===== src/sv/cng_pkg.sv =====
// Shared types and constants for the character n-gram tokenizer.
// No dependencies; every other file refers to this package by scoped names.
package cng_pkg;

  localparam int MAX_GRAM_CHARS = 10;
  localparam int MAX_CHAR_BYTES = 4;
  localparam int OFFSET_W       = 16;
  localparam int CHAR_W         = 3;
  localparam int IDX_W          = 4;
  localparam int CNT_W          = 4;
  localparam int SUM_W          = 6;
  localparam int QUEUE_DEPTH    = 4;
  localparam int QPTR_W         = 2;
  localparam int QCNT_W         = 3;

  localparam logic [3:0] NGRAM_LEN_RESET = 4'd3;

  // register indexes (paddr[2])
  localparam logic REG_NGRAM_LEN  = 1'b0;
  localparam logic REG_EMIT_SHORT = 1'b1;

  typedef enum logic [1:0] {
    KIND_INVALID = 2'd0,
    KIND_BLANK   = 2'd1,
    KIND_CHAR    = 2'd2
  } cng_kind_t;

  typedef struct packed {
    cng_kind_t           kind;
    logic [CHAR_W-1:0]   char_bytes;
    logic                last;
  } cng_item_t;

  typedef struct packed {
    logic [CNT_W-1:0] ngram_len;    // already clamped to 1..MAX_GRAM_CHARS
    logic             emit_short;
    logic             ts_write;     // gram length written: empty the window
  } cng_cfg_t;

  typedef struct packed {
    logic                 is_short;
    logic [CNT_W-1:0]     gram_chars;
    logic [SUM_W-1:0]     gram_bytes;
    logic [OFFSET_W-1:0]  gram_offset;
  } cng_result_t;

endpackage


===== src/sv/cng_front.sv =====
// Front end: accepts input items and classifies each character.
// Depends on cng_pkg.
module cng_front (
  input  logic                    s_tvalid,
  output logic                    s_tready,
  input  logic [cng_pkg::CHAR_W-1:0] char_bytes,
  input  logic                    is_blank,
  input  logic                    last,
  input  logic                    queue_full,
  output logic                    push,
  output cng_pkg::cng_item_t      item
);

  assign s_tready = !queue_full;
  assign push     = s_tvalid && !queue_full;

  always_comb begin
    item.char_bytes = char_bytes;
    item.last       = last;
    if (char_bytes == '0 ||
        char_bytes > cng_pkg::CHAR_W'(cng_pkg::MAX_CHAR_BYTES)) begin
      item.kind = cng_pkg::KIND_INVALID;
    end else if (is_blank && char_bytes == cng_pkg::CHAR_W'(1)) begin
      item.kind = cng_pkg::KIND_BLANK;
    end else begin
      item.kind = cng_pkg::KIND_CHAR;
    end
  end

endmodule


===== src/sv/cng_queue.sv =====
// Short queue of classified items between front and back end.
// Depends on cng_pkg.
module cng_queue (
  input  logic               clk,
  input  logic               rst,
  input  logic               push,
  input  cng_pkg::cng_item_t push_item,
  input  logic               pop,
  output cng_pkg::cng_item_t pop_item,
  output logic               full,
  output logic               empty
);

  cng_pkg::cng_item_t entries [cng_pkg::QUEUE_DEPTH];
  logic [cng_pkg::QPTR_W-1:0] wr_ptr;
  logic [cng_pkg::QPTR_W-1:0] rd_ptr;
  logic [cng_pkg::QCNT_W-1:0] count;

  assign full     = (count == cng_pkg::QCNT_W'(cng_pkg::QUEUE_DEPTH));
  assign empty    = (count == '0);
  assign pop_item = entries[rd_ptr];

  always_ff @(posedge clk) begin
    if (push) begin
      entries[wr_ptr] <= push_item;
    end
  end

  always_ff @(posedge clk) begin
    if (rst) begin
      wr_ptr <= '0;
      rd_ptr <= '0;
      count  <= '0;
    end else begin
      if (push) begin
        wr_ptr <= wr_ptr + 1'b1;
      end
      if (pop) begin
        rd_ptr <= rd_ptr + 1'b1;
      end
      case ({push, pop})
        2'b10:   count <= count + 1'b1;
        2'b01:   count <= count - 1'b1;
        default: count <= count;
      endcase
    end
  end

endmodule


===== src/sv/cng_back.sv =====
// Back end: sliding window of character lengths, gram emission and the
// registered output stage. Depends on cng_pkg.
module cng_back (
  input  logic                clk,
  input  logic                rst,
  input  cng_pkg::cng_cfg_t   cfg,
  input  logic                queue_empty,
  input  cng_pkg::cng_item_t  item,
  output logic                pop,
  output logic                m_valid,
  input  logic                m_ready,
  output cng_pkg::cng_result_t result
);

  localparam int OW = cng_pkg::OFFSET_W;
  localparam int IW = cng_pkg::IDX_W;
  localparam int CW = cng_pkg::CNT_W;
  localparam int SW = cng_pkg::SUM_W;

  logic [cng_pkg::CHAR_W-1:0] window [cng_pkg::MAX_GRAM_CHARS];
  logic [IW-1:0] head, head_next;
  logic [CW-1:0] count, count_next;
  logic [SW-1:0] win_sum, win_sum_next;
  logic [OW-1:0] gram_start, gram_start_next;
  logic [OW-1:0] scan_pos, scan_pos_next;
  logic          none_emitted, none_emitted_next;
  logic          stopped, stopped_next;

  logic                 wr_en;
  logic [IW-1:0]        tail;
  logic [IW:0]          tail_raw;
  logic [CW-1:0]        cnt1;
  logic [SW-1:0]        sum1;
  logic [cng_pkg::CHAR_W-1:0] oldest;
  logic                 emit;
  logic                 emit_short_gram;
  cng_pkg::cng_result_t res_next;

  function automatic logic [OW-1:0] sat_add(input logic [OW-1:0] a,
                                            input logic [cng_pkg::CHAR_W-1:0] b);
    logic [OW:0] s;
    s = {1'b0, a} + (OW+1)'(b);
    return s[OW] ? '1 : s[OW-1:0];
  endfunction

  assign pop = !queue_empty && (!m_valid || m_ready);

  always_comb begin
    tail_raw = {1'b0, head} + {1'b0, count};
    if (tail_raw >= (IW+1)'(cng_pkg::MAX_GRAM_CHARS)) begin
      tail = IW'(tail_raw - (IW+1)'(cng_pkg::MAX_GRAM_CHARS));
    end else begin
      tail = tail_raw[IW-1:0];
    end
    cnt1   = count + 1'b1;
    sum1   = win_sum + SW'(item.char_bytes);
    oldest = (count == '0) ? item.char_bytes : window[head];
  end

  always_comb begin
    head_next         = head;
    count_next        = count;
    win_sum_next      = win_sum;
    gram_start_next   = gram_start;
    scan_pos_next     = scan_pos;
    none_emitted_next = none_emitted;
    stopped_next      = stopped;
    wr_en             = 1'b0;
    emit              = 1'b0;
    emit_short_gram   = 1'b0;
    res_next.gram_offset = gram_start;
    res_next.gram_bytes  = sum1;
    res_next.gram_chars  = cnt1;
    res_next.is_short    = 1'b0;

    if (!stopped) begin
      case (item.kind)
        cng_pkg::KIND_INVALID: begin
          stopped_next = 1'b1;
        end
        cng_pkg::KIND_BLANK: begin
          scan_pos_next   = sat_add(scan_pos, cng_pkg::CHAR_W'(1));
          gram_start_next = scan_pos_next;
          head_next       = '0;
          count_next      = '0;
          win_sum_next    = '0;
        end
        cng_pkg::KIND_CHAR: begin
          wr_en         = 1'b1;
          scan_pos_next = sat_add(scan_pos, item.char_bytes);
          if (cnt1 >= cfg.ngram_len) begin
            emit              = 1'b1;
            gram_start_next   = sat_add(gram_start, oldest);
            head_next         = (head == IW'(cng_pkg::MAX_GRAM_CHARS - 1)) ? '0 : head + 1'b1;
            count_next        = count;
            win_sum_next      = sum1 - SW'(oldest);
            none_emitted_next = 1'b0;
          end else begin
            count_next   = cnt1;
            win_sum_next = sum1;
          end
        end
        default: begin
          stopped_next = stopped;
        end
      endcase
    end

    if (item.last) begin
      if (!emit && cfg.emit_short && count_next != '0 && none_emitted) begin
        emit_short_gram      = 1'b1;
        res_next.gram_offset = gram_start_next;
        res_next.gram_bytes  = win_sum_next;
        res_next.gram_chars  = count_next;
        res_next.is_short    = 1'b1;
      end
      head_next         = '0;
      count_next        = '0;
      win_sum_next      = '0;
      gram_start_next   = '0;
      scan_pos_next     = '0;
      none_emitted_next = 1'b1;
      stopped_next      = 1'b0;
    end
  end

  always_ff @(posedge clk) begin
    if (pop && wr_en) begin
      window[tail] <= item.char_bytes;
    end
    if (pop) begin
      result <= res_next;
    end
  end

  always_ff @(posedge clk) begin
    if (rst) begin
      head         <= '0;
      count        <= '0;
      win_sum      <= '0;
      gram_start   <= '0;
      scan_pos     <= '0;
      none_emitted <= 1'b1;
      stopped      <= 1'b0;
      m_valid      <= 1'b0;
    end else begin
      if (cfg.ts_write) begin
        head       <= '0;
        count      <= '0;
        win_sum    <= '0;
        gram_start <= scan_pos;
      end else if (pop) begin
        head         <= head_next;
        count        <= count_next;
        win_sum      <= win_sum_next;
        gram_start   <= gram_start_next;
        scan_pos     <= scan_pos_next;
        none_emitted <= none_emitted_next;
        stopped      <= stopped_next;
      end
      if (pop) begin
        m_valid <= emit || emit_short_gram;
      end else if (m_ready) begin
        m_valid <= 1'b0;
      end
    end
  end

endmodule


===== src/sv/character_ngram_tokenizer.sv =====
// Character n-gram tokenizer, top level: register port, front end, queue and
// back end. Depends on cng_pkg, cng_front, cng_queue and cng_back.
//
// One decoded character is taken per cycle while the queue is not full, and
// each full n-gram of the configured gram length comes out as byte offset,
// byte length and character count; a blank empties the window, an invalid
// length ignores the rest of the document, and with emit_short set a
// document that produced no full gram ends with its leftover short gram if
// the window is not empty. The sustained rate is one item per clock while
// the result side is not stalled, as the back end's window update is
// combinational. A result item passes through the queue and the registered
// output stage. A four-item queue between classifier and window logic keeps
// the input flowing for up to four items while the result side is stalled.
// Write the registers only while the block is idle: writing the gram length
// empties the window, and the next gram starts at the current scan position.
module character_ngram_tokenizer (
  input  logic        clk,
  input  logic        rst,
  // register port
  input  logic        psel,
  input  logic        penable,
  input  logic        pwrite,
  input  logic [2:0]  paddr,
  input  logic [31:0] pwdata,
  output logic [31:0] prdata,
  output logic        pready,
  // input items
  input  logic        s_tvalid,
  output logic        s_tready,
  input  logic [7:0]  s_tdata,   // [2:0] char_bytes, rest zero
  input  logic        s_tuser,   // [0] is_blank
  input  logic        s_tlast,   // last character of the document
  // result items
  output logic        m_tvalid,
  input  logic        m_tready,
  output logic [31:0] m_tdata,   // [15:0] gram_offset, [21:16] gram_bytes,
                                 // [25:22] gram_chars, rest zero
  output logic        m_tuser    // [0] is_short
);

  logic [3:0]           ngram_len;
  logic                 emit_short;
  logic                 cfg_write;
  cng_pkg::cng_cfg_t    cfg;
  cng_pkg::cng_item_t   front_item;
  cng_pkg::cng_item_t   back_item;
  cng_pkg::cng_result_t result;
  logic                 push;
  logic                 pop;
  logic                 queue_full;
  logic                 queue_empty;

  // Registers: address decoded on paddr[2], always ready.
  assign pready    = 1'b1;
  assign cfg_write = psel && penable && pwrite && pready;

  always_ff @(posedge clk) begin
    if (rst) begin
      ngram_len  <= cng_pkg::NGRAM_LEN_RESET;
      emit_short <= 1'b0;
    end else if (cfg_write) begin
      case (paddr[2])
        cng_pkg::REG_NGRAM_LEN:  ngram_len  <= pwdata[3:0];
        cng_pkg::REG_EMIT_SHORT: emit_short <= pwdata[0];
        default:                 ngram_len  <= ngram_len;
      endcase
    end
  end

  always_comb begin
    case (paddr[2])
      cng_pkg::REG_NGRAM_LEN:  prdata = {28'd0, ngram_len};
      cng_pkg::REG_EMIT_SHORT: prdata = {31'd0, emit_short};
      default:                 prdata = '0;
    endcase
  end

  // Clamp gram length to 1..MAX_GRAM_CHARS once, here.
  always_comb begin
    if (ngram_len == '0) begin
      cfg.ngram_len = cng_pkg::CNT_W'(1);
    end else if (ngram_len > cng_pkg::CNT_W'(cng_pkg::MAX_GRAM_CHARS)) begin
      cfg.ngram_len = cng_pkg::CNT_W'(cng_pkg::MAX_GRAM_CHARS);
    end else begin
      cfg.ngram_len = ngram_len;
    end
    cfg.emit_short = emit_short;
    cfg.ts_write   = cfg_write && (paddr[2] == cng_pkg::REG_NGRAM_LEN);
  end

  cng_front u_front (
    .s_tvalid   (s_tvalid),
    .s_tready   (s_tready),
    .char_bytes (s_tdata[2:0]),
    .is_blank   (s_tuser),
    .last       (s_tlast),
    .queue_full (queue_full),
    .push       (push),
    .item       (front_item)
  );

  // Hold classified items until the window logic takes them.
  cng_queue u_queue (
    .clk       (clk),
    .rst       (rst),
    .push      (push),
    .push_item (front_item),
    .pop       (pop),
    .pop_item  (back_item),
    .full      (queue_full),
    .empty     (queue_empty)
  );

  cng_back u_back (
    .clk         (clk),
    .rst         (rst),
    .cfg         (cfg),
    .queue_empty (queue_empty),
    .item        (back_item),
    .pop         (pop),
    .m_valid     (m_tvalid),
    .m_ready     (m_tready),
    .result      (result)
  );

  assign m_tdata = {6'd0, result.gram_chars, result.gram_bytes, result.gram_offset};
  assign m_tuser = result.is_short;

endmodule

===== config.mk =====
export PLATFORM = sky130hd
export DESIGN_NAME = character_ngram_tokenizer
export DESIGN_NICKNAME = d
export VERILOG_FILES = /design/src/sv/cng_pkg.sv /design/src/sv/cng_front.sv /design/src/sv/cng_queue.sv /design/src/sv/cng_back.sv /design/src/sv/character_ngram_tokenizer.sv
export SDC_FILE = /design/constraint.sdc
export NUM_CORES = 1
export LEC_CHECK = 0
export BUFFER_PORTS_ARGS = -buffer_cell sky130_fd_sc_hd__clkbuf_2
export CORE_MARGIN = 2
export CORE_UTILIZATION = 45
export CTS_CLUSTER_SIZE = 10
export DETAILED_ROUTE_END_ITERATION = 8
export HOLD_SLACK_MARGIN = 0.06
export SLEW_MARGIN = 20
export SYNTH_ARGS = -nofsm -noshare
export SYNTH_HDL_FRONTEND = slang
export SYNTH_SLANG_ARGS = --single-unit

===== constraint.sdc =====
create_clock -name clk -period 4.3 [get_ports clk]
set_input_delay 0.215 -clock clk [delete_from_list [all_inputs] [get_ports clk]]
set_output_delay 0.215 -clock clk [all_outputs]
set_load 0.01 [all_outputs]

==> summary.txt <==
Clock tree
  – Post-CTS setup buffer count: 0
  – H-tree levels: 4
  – CTS tree: built
  – Max Buffers Root-to-Sink: 2
  – # clock sinks: 148
  – Worst-Skew Late Latency: around 0.43 ns
  – Root Buffer: clkbuf_16
  – CTS buffer count: 17
  – Clock transition at path regs: 0.07 ns

Synth
  – Area of the mapped netlist: about 0.0089 mm²
  – Register bit total from synthesis: roughly 150
  – Post-Syn Area per Cell: between 9 and 10 µm²
  – Syn. warnings: 0
  – Xor/xnor share of the synthesized area: 3.44%
  – Adder-Cell Fraction of Synth Area: 6.24%
  – Largest family of logic cells by synthesized area: compound AO/OA/AOI/OAI gates
  – Post-Synth Simple-Gate Area: between 10% and 20%
  – Post-synthesis mux area share: 6.04%
  – Cell taking the most area after synthesis: edfxtp_1
  – Complex-gate fraction of the synthesized area: 18.0%
  – Seq/Total Area, Yosys: between 40 and 50%
  – Mapped Cells: 930
  – Synth cell count leaders: nor2_1 (90), edfxtp_1 (81), a21oi_1 (68)
  – Count leader, synth: nor2_1
  – EDFF count, synth: 81
  – Synth unique cells: between 70 and 80
  – Share of flip-flops with an asynchronous set or reset: 0%
  – Area share of the leading cell type in the synthesized netlist: 27.3%
  – Main flop type after synthesis: edfxtp_1
  – Largest cells by area after synthesis: edfxtp_1 (27%), dfxtp_1 (15%), ha_1 (4.8%), a21oi_1 (3.8%), nor2_1 (3.8%)

Outcome
  – Outcome: complete, no violations

Layout
  – Synth-to-layout area growth: 11.2%
  – Nets: about 1100
  – Multi-input gate area: about 0.0046 mm²
  – Layout cell share with drive strength beyond 1: 15.5%
  – Final Cell Area: roughly 0.0099 mm²
  – ANT cells: 0
  – Final-layout fill cell count: between 1500 and 2000
  – Reg area: between 0.003 and 0.004 mm²

STA
  – Slew HR: about two fifths
  – Clock skew: approximately 0.017 ns
  – Hold Violations, Final: 0
  – Final Max Tran Viols: 0
  – Tmin final: roughly 3.9 ns
  – Slew @ Worst Pin: about 0.91 ns
  – FMAX: approximately 260 MHz
  – Final period util: between 90% and 100%
  – TNS Setup: 0 ns
  – Final Setup Violations: 0
  – RSZ-0062 raised after global routing: no

Critical path
  – CP Capture Type: flip-flop
  – CP Cell Sequence: mux4_2 -> mux2_2 -> o21ai_0 -> o21ai_0 -> ha_1 -> fa_1 -> a21oi_1 -> or2_1 -> nor2_2 -> nand4_1 -> mux2_2 -> a221oi_1 -> a2bb2oi_1
  – Crit path launch type: flip-flop
  – CP Data Arrival Time: 4.09 ns
  – WS Path Type: reg2reg
  – FF-to-FF path depth: 13
  – CP max stage delay: ~0.53 ns
  – Req. time, crit path: approximately 4.5 ns
  – Critical-path maximum fanout: 6
  – Slowest cell on crit path: mux4_2

Global routing
  – First-pass GRT wire length: around 36000 µm
  – Largest net degree at the start of global routing: 52
  – Number of global-route vias before repair: about 6700
  – GRT Residual Overflow: 0
  – GRT Total Usage: around 22%
  – Initial antenna violation count: 0

Die
  – Initial Utilization: a little under half
  – Chip width: roughly 140 µm
  – Die area: roughly 0.021 mm²
  – Die height: ~140 µm
  – Rows: just over 50
  – Ports: 120
  – CORE AREA: 0.0195 mm²

Hold path
  – Hold Path Cell Cnt: 1
  – Hold WC Path Type: in2reg

Run
  – Max Cap Viol: 0

Detailed routing
  – Routed Antenna Nets: 0
  – 1st-iter DRT viols: roughly 620
  – DR vias: about 7100
  – Final Routed Wirelength: around 22000 µm
  – DRC: 0
  – Wire length per cell: about 18 µm
  – Vias per cell: between 5 and 6
  – DR pass1 iterations: 5

Power
  – Worst VDD drop: between 400 and 500 µV
  – Leakage: 3.69 nW
  – Power per Cell Area: 611 mW/mm²

Placed design
  – Routability cong.: around 0.87
  – Dpl hpwl: roughly 16000 µm
  – Area after DPL: between 0.009 and 0.01 mm²
  – PortBufs: 49
[kinds of logic after synthesis]
| logic type | count (synthesis) |
|---|---|
| and+or+nand+nor | 295 |
| AOI/OAI and AO/OA | 247 |
| DFF | 148 |
| buffers and inverters | 125 |
| adders and majority gates | 41 |
| muxes | 37 |
| xor gates and xnor gates | 35 |
| other | 2 |
[layout make-up]
type / count / area share [%]
clock buffer: 18 / 4.44
clock inverter: 14 / 1.42
inverter: 37 / 1.40
multi-input combinational: 690 / 46.6
sequential: 148 / 38.1
tap: 265 / 3.35
timing repair buffer: 75 / 4.60
[metrics by stage]
stage / utilization [%] / hold slack, ns / setup slack [ns] / instances / total power [W]
CTS: 50.8 / 0.0626 / 0.187 / 1247 / 0.00606
finish: 50.9 / 0.0779 / 0.384 / 1247 / 0.00605
floorplan: - / 0.314 / 0.520 / 963 / 0.00378
global placement: 47.6 / 0.426 / 0.212 / 1209 / 0.00454
global route: 50.9 / 0.0861 / 0.0442 / 1247 / 0.00644
detailed placement: 47.6 / 0.432 / 0.235 / 1209 / 0.00457
[worst paths after layout]
path	to	slack [ns]	from
min	u_queue.entries[0][3]$_DFFE_PP_	0.08	s_tdata[2]
max reg2reg	u_back.result[10]$_DFFE_PP_	0.38	flip-flop
max	u_back.result[10]$_DFFE_PP_	0.38	flip-flop
min reg2reg	u_back.win_sum[0]$_SDFFE_PP0P_	0.49	u_back.win_sum[0]$_SDFFE_PP0P_
[flip-flops by register name, summed over array words and instances, names as in the netlist, 2 cells and up, named ones only]
| signal | cells |
|---|---|
| u_back.window | 30 |
| u_back.result | 27 |
| u_queue.entries | 24 |
| u_back.gram_start | 16 |
| u_back.scan_pos | 16 |
| u_back.win_sum | 6 |
| ngram_len | 4 |
| u_back.count | 4 |
| u_back.head | 4 |
| u_queue.count | 3 |
| u_queue.rd_ptr | 2 |
| u_queue.wr_ptr | 2 |
[per-layer routing]
layer  share of wire (%)  track usage, %
met1                  48            32.7
met2                  45            34.4
met3                 5.3            3.68
met4                 1.6            5.31
met5                   0               0
[what timing repair did]
item | CTS | global route
endpoints found under the hold margin | 16 | 0
setup endpoints to repair | 0 | 2
hold buffers | 6 | 0
resized for setup | 0 | 1
[critical path: cells and delay by family, from the launching register on]
family                   cells  cell delay, ns
AO/OA/AOI/OAI                5            1.01
adder cells (fa/ha/maj)      2            0.67
multiplexers                 3            1.13
flip-flops                   1            0.44
AND/OR/NAND/NOR              3            0.39
[cells in the final DEF (no fill, tap or decap), types with 34 or more instances in the layout]
| cell type | instances |
|---|---|
| ha_1 | 34 |
| nand2_1 | 59 |
| dfxtp_1 | 66 |
| conb_1 | 35 |
| inv_1 | 36 |
| nor2_1 | 89 |
| a21oi_1 | 68 |
| o21ai_0 | 50 |
| edfxtp_1 | 81 |
| clkbuf_2 | 49 |
[where the power goes]
part	switching [W]	internal [W]	total, W
logic	0.00164	0.000879	0.00252
registers	0.000209	0.00185	0.00206
clock network	0.000639	0.000832	0.00147
No activity file was read; power rests on OpenSTA's default activity.
